`src/hdl/timestamp_kway_merge_macros.svh`:
```
// assertion macros for the timestamp merge block
// used by the top level, relies on clk and rst_n in the including module
`ifndef TIMESTAMP_KWAY_MERGE_MACROS_SVH
`define TIMESTAMP_KWAY_MERGE_MACROS_SVH

// same-cycle implication
`define TKM_ASSERT_NOW(lbl, ante, cons, msg) \
  lbl: assert property (@(posedge clk) disable iff (!rst_n) (ante) |-> (cons)) \
    else $error(msg);

// next-cycle implication
`define TKM_ASSERT_NEXT(lbl, ante, cons, msg) \
  lbl: assert property (@(posedge clk) disable iff (!rst_n) (ante) |=> (cons)) \
    else $error(msg);

`endif

```
`src/hdl/tkm_pkg.sv`:
```
// shared constants and codes for the timestamp merge block
// no dependencies
package tkm_pkg;
  localparam int MAX_SOURCES_DEF = 16;
  localparam int TS_W = 64;
  localparam int SRC_FIELD_W = 4;
  localparam int ACTIVE_W = 5;
  localparam logic [ACTIVE_W-1:0] ACTIVE_RST = 5'd16;

  localparam logic [1:0] REQ_OFFER = 2'd0;
  localparam logic [1:0] REQ_EXHAUST = 2'd1;
  localparam logic [1:0] REQ_TAKE = 2'd2;

  localparam logic [1:0] PH_AWAIT = 2'd0;
  localparam logic [1:0] PH_HOLD = 2'd1;
  localparam logic [1:0] PH_DONE = 2'd2;

  localparam logic [2:0] ST_ACCEPTED = 3'd0;
  localparam logic [2:0] ST_DELIVERED = 3'd1;
  localparam logic [2:0] ST_EXHAUSTED = 3'd2;
  localparam logic [2:0] ST_WAITING = 3'd3;
  localparam logic [2:0] ST_REJECTED = 3'd4;

  localparam int CFG_AW = 3;
  localparam logic [CFG_AW-1:0] ADDR_ACTIVE = 3'd0;
endpackage

```
`src/hdl/tkm_ram.sv`:
```
// generic single-port-write, single-port-read ram with registered read
// no dependencies
module tkm_ram #(
  parameter int WIDTH = 64,
  parameter int DEPTH = 16
) (
  input  logic                     clk,
  input  logic                     we,
  input  logic [$clog2(DEPTH)-1:0] waddr,
  input  logic [WIDTH-1:0]         wdata,
  input  logic [$clog2(DEPTH)-1:0] raddr,
  output logic [WIDTH-1:0]         rdata
);
  logic [WIDTH-1:0] mem [DEPTH];

  always_ff @(posedge clk) begin
    if (we) begin
      mem[waddr] <= wdata;
    end
    rdata <= mem[raddr];
  end
endmodule

```
`src/hdl/tkm_cfg.sv`:
```
// apb-style register for the active source count, with clamped count output
// depends on tkm_pkg
module tkm_cfg #(
  parameter int MAX_SOURCES = 16,
  parameter int CW = 9
) (
  input  logic                       clk,
  input  logic                       rst_n,
  input  logic                       psel,
  input  logic                       penable,
  input  logic                       pwrite,
  input  logic [tkm_pkg::CFG_AW-1:0] paddr,
  input  logic [31:0]                pwdata,
  output logic [31:0]                prdata,
  output logic                       pready,
  output logic [CW-1:0]              count
);
  import tkm_pkg::*;

  logic [ACTIVE_W-1:0] active_r, active_nxt;
  logic [CW-1:0] act_ext;

  always_comb begin
    active_nxt = active_r;
    if (psel && penable && pwrite && paddr == ADDR_ACTIVE) begin
      active_nxt = pwdata[ACTIVE_W-1:0];
    end
  end

  always_ff @(posedge clk) begin
    if (!rst_n) begin
      active_r <= ACTIVE_RST;
    end else begin
      active_r <= active_nxt;
    end
  end

  // zero acts as one, above the source count acts as the source count
  always_comb begin
    act_ext = CW'(active_r);
    if (act_ext == '0) begin
      count = CW'(1);
    end else if (act_ext > CW'(MAX_SOURCES)) begin
      count = CW'(MAX_SOURCES);
    end else begin
      count = act_ext;
    end
  end

  assign pready = 1'b1;
  assign prdata = (paddr == ADDR_ACTIVE) ? 32'(active_r) : 32'd0;
endmodule

```
`src/hdl/timestamp_kway_merge.sv`:
```
// timestamp k-way merge
// in_ channel carries requests: in_tuser is the request kind, in_tdata holds
// source and timestamp. out_ channel carries one result item per request.
// offer and exhausted requests update the phase of one source, and an offer
// writes the head timestamp memory; they do not enter the scan, and the result
// item shows on out_ the cycle after acceptance.
// a take request walks the head memory one source per cycle, reading the
// timestamp of every holding source and keeping the smallest (lowest index
// wins a tie); the winner goes to the result register when the scan ends.
// waiting and all-exhausted outcomes of a take are decided at acceptance, without a scan.
// one request is in progress at a time; a new item is accepted as soon as the
// engine is idle and the result register is empty or being drained.
// a stalled receiver holds the result register and with it in_tready.
// reset marks every source awaiting a head and sets active_sources to 16;
// the head memory is not cleared.
// depends on tkm_pkg, tkm_ram, tkm_cfg, timestamp_kway_merge_macros.svh
module timestamp_kway_merge #(
  parameter int MAX_SOURCES = tkm_pkg::MAX_SOURCES_DEF
) (
  input  logic                       clk,
  input  logic                       rst_n,
  input  logic                       in_tvalid,
  output logic                       in_tready,
  input  logic [71:0]                in_tdata,  // source[3:0], timestamp[67:4], zero pad
  input  logic [1:0]                 in_tuser,  // req_type[1:0]
  output logic                       out_tvalid,
  input  logic                       out_tready,
  output logic [71:0]                out_tdata, // winner_source[3:0], winner_timestamp[67:4]
  output logic [2:0]                 out_tuser, // status[2:0]
  input  logic                       cfg_psel,
  input  logic                       cfg_penable,
  input  logic                       cfg_pwrite,
  input  logic [tkm_pkg::CFG_AW-1:0] cfg_paddr,
  input  logic [31:0]                cfg_pwdata,
  output logic [31:0]                cfg_prdata,
  output logic                       cfg_pready
);
  import tkm_pkg::*;
  `include "timestamp_kway_merge_macros.svh"

  localparam int SRC_W = $clog2(MAX_SOURCES);
  localparam int CNT_W = $clog2(MAX_SOURCES + 1);
  localparam int CW = (CNT_W > ACTIVE_W) ? CNT_W : ACTIVE_W;
  localparam logic S_IDLE = 1'b0;
  localparam logic S_SCAN = 1'b1;

  logic [CW-1:0] n_eff;

  tkm_cfg #(.MAX_SOURCES(MAX_SOURCES), .CW(CW)) u_cfg (
    .clk(clk), .rst_n(rst_n), .psel(cfg_psel), .penable(cfg_penable),
    .pwrite(cfg_pwrite), .paddr(cfg_paddr), .pwdata(cfg_pwdata),
    .prdata(cfg_prdata), .pready(cfg_pready), .count(n_eff)
  );

  logic [1:0] phase_r [MAX_SOURCES];
  logic [1:0] phase_nxt [MAX_SOURCES];
  logic state_r, state_nxt;
  logic [CW-1:0] idx_r, idx_nxt;
  logic pv_r, pv_nxt;
  logic [SRC_W-1:0] pidx_r, pidx_nxt;
  logic bfound_r, bfound_nxt;
  logic [SRC_W-1:0] bidx_r, bidx_nxt;
  logic [TS_W-1:0] bts_r, bts_nxt;
  logic out_valid_r, out_valid_nxt;
  logic [2:0] out_status_r, out_status_nxt;
  logic [SRC_FIELD_W-1:0] out_src_r, out_src_nxt;
  logic [TS_W-1:0] out_ts_r, out_ts_nxt;

  logic [1:0] req;
  logic [SRC_FIELD_W-1:0] src_in;
  logic [TS_W-1:0] ts_in;
  logic [CW-1:0] src_ext;
  logic [SRC_W-1:0] src_idx;
  logic accept;
  logic owing, any_hold;
  logic mem_we;
  logic [TS_W-1:0] rd_data;

  assign req = in_tuser;
  assign src_in = in_tdata[3:0];
  assign ts_in = in_tdata[67:4];
  assign src_ext = CW'(src_in);
  assign src_idx = src_ext[SRC_W-1:0];
  assign in_tready = (state_r == S_IDLE) && (!out_valid_r || out_tready);
  assign accept = in_tvalid && in_tready;
  assign mem_we = accept && req == REQ_OFFER && src_ext < n_eff &&
                  phase_r[src_idx] == PH_AWAIT;

  tkm_ram #(.WIDTH(TS_W), .DEPTH(MAX_SOURCES)) u_head (
    .clk(clk), .we(mem_we), .waddr(src_idx), .wdata(ts_in),
    .raddr(idx_r[SRC_W-1:0]), .rdata(rd_data)
  );

  always_comb begin
    owing = 1'b0;
    any_hold = 1'b0;
    for (int i = 0; i < MAX_SOURCES; i++) begin
      if (CW'(i) < n_eff) begin
        if (phase_r[i] == PH_AWAIT) owing = 1'b1;
        if (phase_r[i] == PH_HOLD) any_hold = 1'b1;
      end
    end
  end

  always_comb begin
    state_nxt = state_r;
    idx_nxt = idx_r;
    pv_nxt = 1'b0;
    pidx_nxt = pidx_r;
    bfound_nxt = bfound_r;
    bidx_nxt = bidx_r;
    bts_nxt = bts_r;
    out_valid_nxt = out_valid_r && !out_tready;
    out_status_nxt = out_status_r;
    out_src_nxt = out_src_r;
    out_ts_nxt = out_ts_r;
    for (int i = 0; i < MAX_SOURCES; i++) phase_nxt[i] = phase_r[i];

    case (state_r)
      S_IDLE: begin
        if (accept) begin
          out_valid_nxt = 1'b1;
          out_status_nxt = ST_REJECTED;
          out_src_nxt = '0;
          out_ts_nxt = '0;
          if (req == REQ_OFFER || req == REQ_EXHAUST) begin
            if (src_ext < n_eff && phase_r[src_idx] == PH_AWAIT) begin
              phase_nxt[src_idx] = (req == REQ_OFFER) ? PH_HOLD : PH_DONE;
              out_status_nxt = ST_ACCEPTED;
            end
          end else if (req == REQ_TAKE) begin
            if (owing) begin
              out_status_nxt = ST_WAITING;
            end else if (!any_hold) begin
              out_status_nxt = ST_EXHAUSTED;
            end else begin
              // result comes out of the scan
              out_valid_nxt = 1'b0;
              state_nxt = S_SCAN;
              idx_nxt = '0;
              bfound_nxt = 1'b0;
            end
          end
        end
      end
      S_SCAN: begin
        if (idx_r < n_eff) begin
          pv_nxt = phase_r[idx_r[SRC_W-1:0]] == PH_HOLD;
          pidx_nxt = idx_r[SRC_W-1:0];
          idx_nxt = idx_r + CW'(1);
        end
        if (pv_r && (!bfound_r || rd_data < bts_r)) begin
          bfound_nxt = 1'b1;
          bidx_nxt = pidx_r;
          bts_nxt = rd_data;
        end
        if (idx_r >= n_eff && !pv_r) begin
          state_nxt = S_IDLE;
          phase_nxt[bidx_r] = PH_AWAIT;
          out_valid_nxt = 1'b1;
          out_status_nxt = ST_DELIVERED;
          out_src_nxt = SRC_FIELD_W'(CW'(bidx_r));
          out_ts_nxt = bts_r;
        end
      end
      default: state_nxt = S_IDLE;
    endcase
  end

  always_ff @(posedge clk) begin
    if (!rst_n) begin
      state_r <= S_IDLE;
      pv_r <= 1'b0;
      out_valid_r <= 1'b0;
      for (int i = 0; i < MAX_SOURCES; i++) phase_r[i] <= PH_AWAIT;
    end else begin
      state_r <= state_nxt;
      pv_r <= pv_nxt;
      out_valid_r <= out_valid_nxt;
      for (int i = 0; i < MAX_SOURCES; i++) phase_r[i] <= phase_nxt[i];
    end
  end

  always_ff @(posedge clk) begin
    idx_r <= idx_nxt;
    pidx_r <= pidx_nxt;
    bfound_r <= bfound_nxt;
    bidx_r <= bidx_nxt;
    bts_r <= bts_nxt;
    out_status_r <= out_status_nxt;
    out_src_r <= out_src_nxt;
    out_ts_r <= out_ts_nxt;
  end

  assign out_tvalid = out_valid_r;
  assign out_tuser = out_status_r;
  assign out_tdata = {4'd0, out_ts_r, out_src_r};

  `TKM_ASSERT_NOW(a_ready_idle, in_tready, state_r == S_IDLE && !pv_r,
    "input ready while a take is in progress")
  `TKM_ASSERT_NOW(a_zero_fields, out_valid_r && out_status_r != ST_DELIVERED,
    out_src_r == '0 && out_ts_r == '0, "winner fields not zero")
  `TKM_ASSERT_NEXT(a_scan_no_out, state_r == S_SCAN && state_nxt == S_SCAN,
    !out_valid_r, "result present during a scan")
endmodule
```
`config.mk`:
```
export PLATFORM = sky130hd
export DESIGN_NAME = timestamp_kway_merge
export DESIGN_NICKNAME = d
export VERILOG_FILES = /design/src/hdl/tkm_pkg.sv /design/src/hdl/tkm_ram.sv /design/src/hdl/tkm_cfg.sv /design/src/hdl/timestamp_kway_merge.sv
export VERILOG_INCLUDE_DIRS = /design/src /design/src/hdl
export SDC_FILE = /design/constraint.sdc
export NUM_CORES = 1
export LEC_CHECK = 0
export ABC_CLOCK_PERIOD_IN_PS = 7900
export BUFFER_PORTS_ARGS = -buffer_cell sky130_fd_sc_hd__buf_2
export CAP_MARGIN = 20
export CORE_MARGIN = 1
export CORE_UTILIZATION = 56
export CTS_BUF_LIST = sky130_fd_sc_hd__clkbuf_16
export CTS_CLUSTER_SIZE = 16
export DETAILED_ROUTE_END_ITERATION = 10
export PLACE_DENSITY_LB_ADDON = 0.12
export SETUP_SLACK_MARGIN = 0.15
export SKIP_CTS_REPAIR_TIMING = 1
export SYNTH_ARGS = -nofsm -noshare
export SYNTH_HDL_FRONTEND = slang
export SYNTH_SLANG_ARGS = --single-unit
```
`constraint.sdc`:
```
create_clock -name clk -period 7.9 [get_ports clk]
set_clock_uncertainty 0.2 [all_clocks]
set_input_delay 0.79 -clock clk [delete_from_list [all_inputs] [get_ports clk]]
set_output_delay 0.79 -clock clk [all_outputs]
set_load 0.005 [all_outputs]
```
# Word level (Yosys, flattened, before mapping)

Memory sizes are Yosys's and may differ from the RTL's. A register that Yosys moved wholly into a read port is not among the register bits.
Cells that the tools add are included.

Flip-flop bits (word level): 157
Bits in writable memories: 1056
Output and inout port bits: 110
Logic and storage cells: 276
Memories kept: 2

Memory list:

| name       | words | width | read ports | clocked after memory_dff | write ports | line                       | source |
|---|---|---|---|---|---|---|---|
| u_head.mem | 16    | 64    | 1          | 1                        | 1           | tkm_ram.sv:14              | `logic [WIDTH-1:0] mem [DEPTH];` |
| phase_r    | 16    | 2     | 18         | 1                        | 16          | timestamp_kway_merge.sv:55 | `logic [1:0] phase_r [MAX_SOURCES];` |

Add/subtract/negate cells: 1
$lt $le $gt $ge: 25
Equal/unequal tests: 27
Mux-type cells: 141
Bitwise logic cells: 21
Reduce and logical (&&, ||, !) cells: 47

Operators by type and width:

| operator                                                                    | count |
|---|---|
| 32-bit two-way mux                                                          | 4 |
| 64-bit two-way mux                                                          | 2 |
| 64-bit case mux with 2 select lines                                         | 1 |
| 1-bit two-way mux                                                           | 86 |
| 64-bit less-than comparator                                                 | 1 |
| 32-bit case mux with 2 select lines                                         | 1 |
| 5-bit two-way mux                                                           | 9 |
| 4-bit by 5-bit less-than comparator with 1-bit output, first input constant | 8 |
| 2-bit two-way mux                                                           | 19 |
| 2-bit by 1-bit equality test with 1-bit output, second input constant       | 18 |
| 2-bit logical NOT                                                           | 18 |
| 32-bit bitwise AND                                                          | 1 |
| 32-bit bitwise mux                                                          | 1 |
| 32-bit inverter                                                             | 1 |
| 3-bit two-way mux                                                           | 7 |
| 3-bit by 5-bit less-than comparator with 1-bit output, first input constant | 4 |
| 2-bit demux with 4-bit select                                               | 2 |
| 1-bit OR                                                                    | 16 |
| 1-bit logical AND                                                           | 14 |
| 4-bit two-way mux                                                           | 3 |
| 6-bit AND reduction                                                         | 2 |
| 5-bit >= comparator, second input constant                                  | 2 |
| 1-bit by 5-bit less-than comparator with 1-bit output, first input constant | 2 |
| 2-bit by 5-bit less-than comparator with 1-bit output, first input constant | 2 |
| 21 further kinds                                                            | 38 |

# Logic depth before layout (Yosys ltp)

Depth in word-level cells: 42
Gate-level depth with buffers: 14
Mapped depth without buffers: 11

# Cells and area by module

A second synthesis with hierarchy kept.

Cell total of the unflattened synthesis: 2561
Area, all modules: 49613.8 um^2

Modules (own cells, without submodules):

| module               | instances | cells each | area each (um^2) | seq. area each (um^2) |
|---|---|---|---|---|
| tkm_ram              | 1         | 1647       | 39581.7          | 32030.7 |
| timestamp_kway_merge | 1         | 847        | 9517.9           | 5255.0 |
| tkm_cfg              | 1         | 67         | 514.2            | 100.1 |

# Worst setup path before layout

No wires, ideal clock.

Path type: flip-flop to flip-flop
From: register u_cfg.active_r[2] (netlist: u_cfg.act_ext[2])
To: memory u_head.mem[8][0] (enable)
Arrival time: 5.112 ns
Required time: 7.213 ns
Path slack: 2.101 ns
Cell stages (with the launch flop): 14
Period minus slack after synthesis: 5.799 ns
Cells stage by stage: dfxtp_1 -> buf_2 -> clkbuf_1 -> nand2_1 -> ha_1 -> nor3_2 -> o211ai_1 -> a31oi_1 -> nor2_1 -> nor4_4 -> nand2b_1 -> buf_2 -> buf_6 -> nor2_1

Longest elaborated chain between the ends: 8

RTL lines:

| what                                                    | line                       | source |
|---|---|---|
| from (decl)                                             | tkm_cfg.sv:20              | `logic [ACTIVE_W-1:0] active_r, active_nxt;` |
| from (signal assigned)                                  | tkm_cfg.sv:34              | `active_r <= active_nxt;` |
| 5-bit greater-than comparator                           | tkm_cfg.sv:43              | `end else if (act_ext > CW'(MAX_SOURCES)) begin` |
| 5-bit two-way mux                                       | tkm_cfg.sv:43              |  |
| 5-bit two-way mux *                                     | tkm_cfg.sv:41              | `if (act_ext == '0) begin` |
| 4-bit by 5-bit less-than comparator with 1-bit output * | timestamp_kway_merge.sv:86 | `assign mem_we = accept && req == REQ_OFFER && src_ext < n_eff &&` |
| 1-bit logical AND * (2 in a row)                        | timestamp_kway_merge.sv:86 |  |
| 1-bit two-way mux *                                     | tkm_ram.sv:17              | `if (we) begin` |
| 1-bit two-way mux (implied by the code) *               | tkm_ram.sv:18              | `mem[waddr] <= wdata;` |
| to (decl)                                               | tkm_ram.sv:14              |  |

Every way passes the cells marked *; elsewhere a longest branch is shown, timed or not.

# Worst setup path in the final report

From: register u_cfg.active_r[4] (netlist: u_cfg.act_ext[4])
To: memory u_head.mem[0][31] (enable)

Same word-level chain as after synthesis.

==> summary.txt <==
Clock network
  • CTS max path bufs: 3
  • CTS Root Cell: clkbuf_16
  • Clock Sink Count: 1281
  • Num CTS Buffers: approximately 130
  • CTS tree: done
  • Htree depth: 4
  • CTS clock-pin slew for the worst setup and hold paths: approximately 60 ps
  • Clk Latency, worst-skew pair: 720 ps

Routing
  • WL/cell: 27.7 um
  • Detailed-route DRC error count: 0
  • Post-route ant nets: 0
  • DRT iter0 DRCs: roughly 2200
  • Via count: 23700
  • Final WL: 107000 um
  • First-pass detailed-route iteration total: 5
  • DR vias/cell: just over 6

Logic synthesis
  • Average size of a mapped cell: around 21 um2
  • Synth Register Bits: between 1000 and 1500
  • Synth Warn #: 0
  • Async SR Flop Fraction: 0%
  • Seq/Total Area, Yosys: approximately 76%
  • Cells after synthesis: 2380
  • Cell Area, Synth: 49500 um2
  • Netlist cell types: 67
  • EDFF count, synth: 1173
  • Top_reg_cell synth: edfxtp_1

Cells and area
  • Post-layout util: between 60 and 70%
  • Fillers: between 5000 and 6000
  • Layout cells sized above 1: 27.1%
  • Synth-to-Final Area Change: 12.8%
  • Fin cells: about 3900
  • Most common cell after layout, fill and taps aside: edfxtp_1
  • Most frequent cells in the layout: 1173 x edfxtp_1, 323 x mux4_2, 162 x buf_2
  • Final nets: 2793

Power
  • Switching Fraction: 19.7%
  • NetSw: 2.66 mW
  • Clk pwr share: 43.5%
  • Logic pwr share: 1.4%
  • Leakage: 18.3 nW
  • P per Cell Area: 241 nW/um2
  • Worst VDD drop: 0.208 mV
  • Reg power frac: 55.1%
  • Internal: 10.8 mW
  • Power Total: 13.5 mW

Setup path
  • Worst R2R Setup Slack: ~2600 ps
  • Worst Setup SP: u_cfg.act_ext[4]$_SDFFE_PN1P_
  • Maximum fanout along the worst path: 33
  • Kind of critical path: reg2reg
  • Critical Path Sink: u_head.mem[0][31]$_DFFE_PP_
  • Crit end category: flop
  • Worst R2R End: u_head.mem[0][31]$_DFFE_PP_
  • Reg2reg start: u_cfg.act_ext[4]$_SDFFE_PN1P_
  • Worst Setup Start Kind: flop
  • CP required: 8070 ps
  • R2r worst-path depth: 12
  • Data arrival, critical path: about 5500 ps

Global route
  • Largest net degree at the start of global routing: 130
  • Gr usage total: 24.5%
  • First-pass GRT wire length: between 150000 and 200000 um
  • Initial antenna violation count: 12
  • Vias in the first global route: 24300
  • Grt ovf: 0

Timing
  • Clock period minus final worst setup slack: 5310 ps
  • Final Cycle Share: 67.2%
  • Final Hold Vio Count: 0
  • Max Clk Rate: 188 MHz
  • Final Max Tran Viols: 0
  • RSZ-0062 raised after global routing: no
  • Worst Tran Pin Value: between 1000 and 1500 ps
  • Relative slew slack: 25.6%
  • Count of final setup violators: 0
  • Post-Route Setup TNS: 0 ps

Floorplan
  • Full die area: between 80000 and 90000 um2
  • I/O pin cnt: 226
  • Core area: ~87000 um2
  • Starting density of the core: 56.8%
  • Number of core rows: about 110
  • Die width: 299 um
  • Chip height: 299 um

Hold path
  • Worst Hold Class: in2reg

Outcome
  • Status: complete, no violations

Place
  • HPWL Detailed: 58700 um
  • PortBufs: between 150 and 200
  • Number of instances in the placed design: 3625
  • Gpl congestion: 0.853

Flow run
  • Max Cap Viol: 0
## critical path, stage by stage (launching register included)
cell and delay, ps:
dfxtp_1 730, clkinv_1 470, nand2_1 200, ha_1 250
o21ai_0 180, nand2b_1 90, a31oi_1 190, nor2_1 100
nor4_4 370, buf_6 240, nand2b_2 510, nor2_4 1030
buf_12 360
## synthesized netlist by cell type, types with 4 or more instances
cell type  count  area share [%]
o21ai_1       10            0.10
a31oi_1       11            0.14
clkbuf_1      55            0.42
o21a_1         5           0.076
nor2b_1       27            0.34
edfxtp_1    1173              71
mux2i_1        5            0.10
nor4_1         4           0.051
buf_4         34            0.52
buf_2         31            0.31
nand3_1       13            0.13
o2bb2ai_1     30            0.53
nand4_1       17            0.21
a2111oi_0      5           0.088
and2_1        15            0.19
or2_2          4           0.051
nor3_2         5            0.10
o22ai_1        5           0.063
a211oi_1      13            0.20
a21oi_1       55            0.56
nand2_1       36            0.27
mux4_2       323              15
buf_1         11           0.083
nor2_1       123            0.93
nand2b_1       8            0.10
o31ai_1        4           0.061
nor3b_1        4           0.061
nor3_1        14            0.14
buf_6          8            0.18
inv_1         72            0.55
dfxtp_1      108             4.4
a21o_1        10            0.15
ha_1          72             1.8
o21ai_0       22            0.22
## power by group through the flow
stage	Sequential, mW	Clock, mW	Combinational (mW)
after floorplan	7.57	0	0.0771
after global placement	7.56	0	0.184
after detailed placement	7.56	0	0.194
after CTS	7.42	5.96	0.195
after global routing	7.42	6.22	0.213
final	7.42	5.86	0.194
## flip-flops by register name (all words and copies together), names as in the netlist, named ones only
name and cells:
u_head.rdata 64, u_cfg.act_ext 5, bfound_r 1, u_head.mem 1024
bts_r 64, pidx_r 4, bidx_r 4, phase_r 32
pv_r 1, out_src_r 4, out_ts_r 64, out_tvalid 1
out_tuser 3, state_r 1, idx_r 5
## per-layer routing
metal | vias to the layer above | wire (um) | global-route usage (%)
met2 | 808 | 53300 | 39.9
met1 | 12500 | 45500 | 35.0
met3 | 179 | 6220 | 4.03
met5 | - | 76 | 0
met4 | 12 | 2230 | 6.39
li1 | 10200 | - | -
## area by class of cell
| type | count | area (um2) | area share [%] |
|---|---|---|---|
| clock inverters | 104 | 668 | 1.20 |
| inverters | 74 | 280 | 0.502 |
| flip-flops and latches | 1281 | 37400 | 66.9 |
| well taps | 1155 | 1450 | 2.59 |
| clock buffers | 138 | 3450 | 6.18 |
| multi-input cells | 916 | 11300 | 20.3 |
| diodes | 1 | 2.50 | 0.00448 |
| repair buffers | 200 | 1280 | 2.30 |
## metrics by stage
| stage | worst slack (ps) | instance area (um2) | hold slack, ps |
|---|---|---|---|
| after floorplan | 2100 | 49600 | 200 |
| after global placement | 1890 | 51700 | 209 |
| after detailed placement | 1930 | 51700 | 205 |
| after CTS | 1910 | 55800 | 123 |
| after global routing | 2370 | 55800 | 142 |
| final | 2590 | 55800 | 153 |
## kinds of logic after synthesis
group	Yosys count	share of synthesized area [%]
adders and majority gates	72	1.82
xor gates and xnor gates	3	0.0531
DFF	1281	75.5
muxes	328	14.8
other	2	0.0152
and+or+nand+nor	285	2.94
buffers and inverters	213	2.07
AOI/OAI and AO/OA	196	2.77
## worst min path at each step
stage / cells past startpoint / endpoint / slack [ps] / startpoint
2_1_floorplan: 0 / bts_r[0]$_DFFE_PP_ / 200 / u_head.rdata[0]$_DFF_P_
3_3_place_gp: 0 / bidx_r[1]$_DFFE_PP_ / 210 / pidx_r[1]$_DFFE_PP_
3_5_place_dp: 0 / bidx_r[1]$_DFFE_PP_ / 200 / pidx_r[1]$_DFFE_PP_
4_1_cts: 3 / u_cfg.act_ext[4]$_SDFFE_PN1P_ / 120 / cfg_pwdata[4]
5_1_grt: 3 / u_cfg.act_ext[4]$_SDFFE_PN1P_ / 140 / cfg_pwdata[4]
6_report: 3 / u_cfg.act_ext[4]$_SDFFE_PN1P_ / 150 / cfg_pwdata[4]
Note: power is estimated with default switching activity, not from simulation.
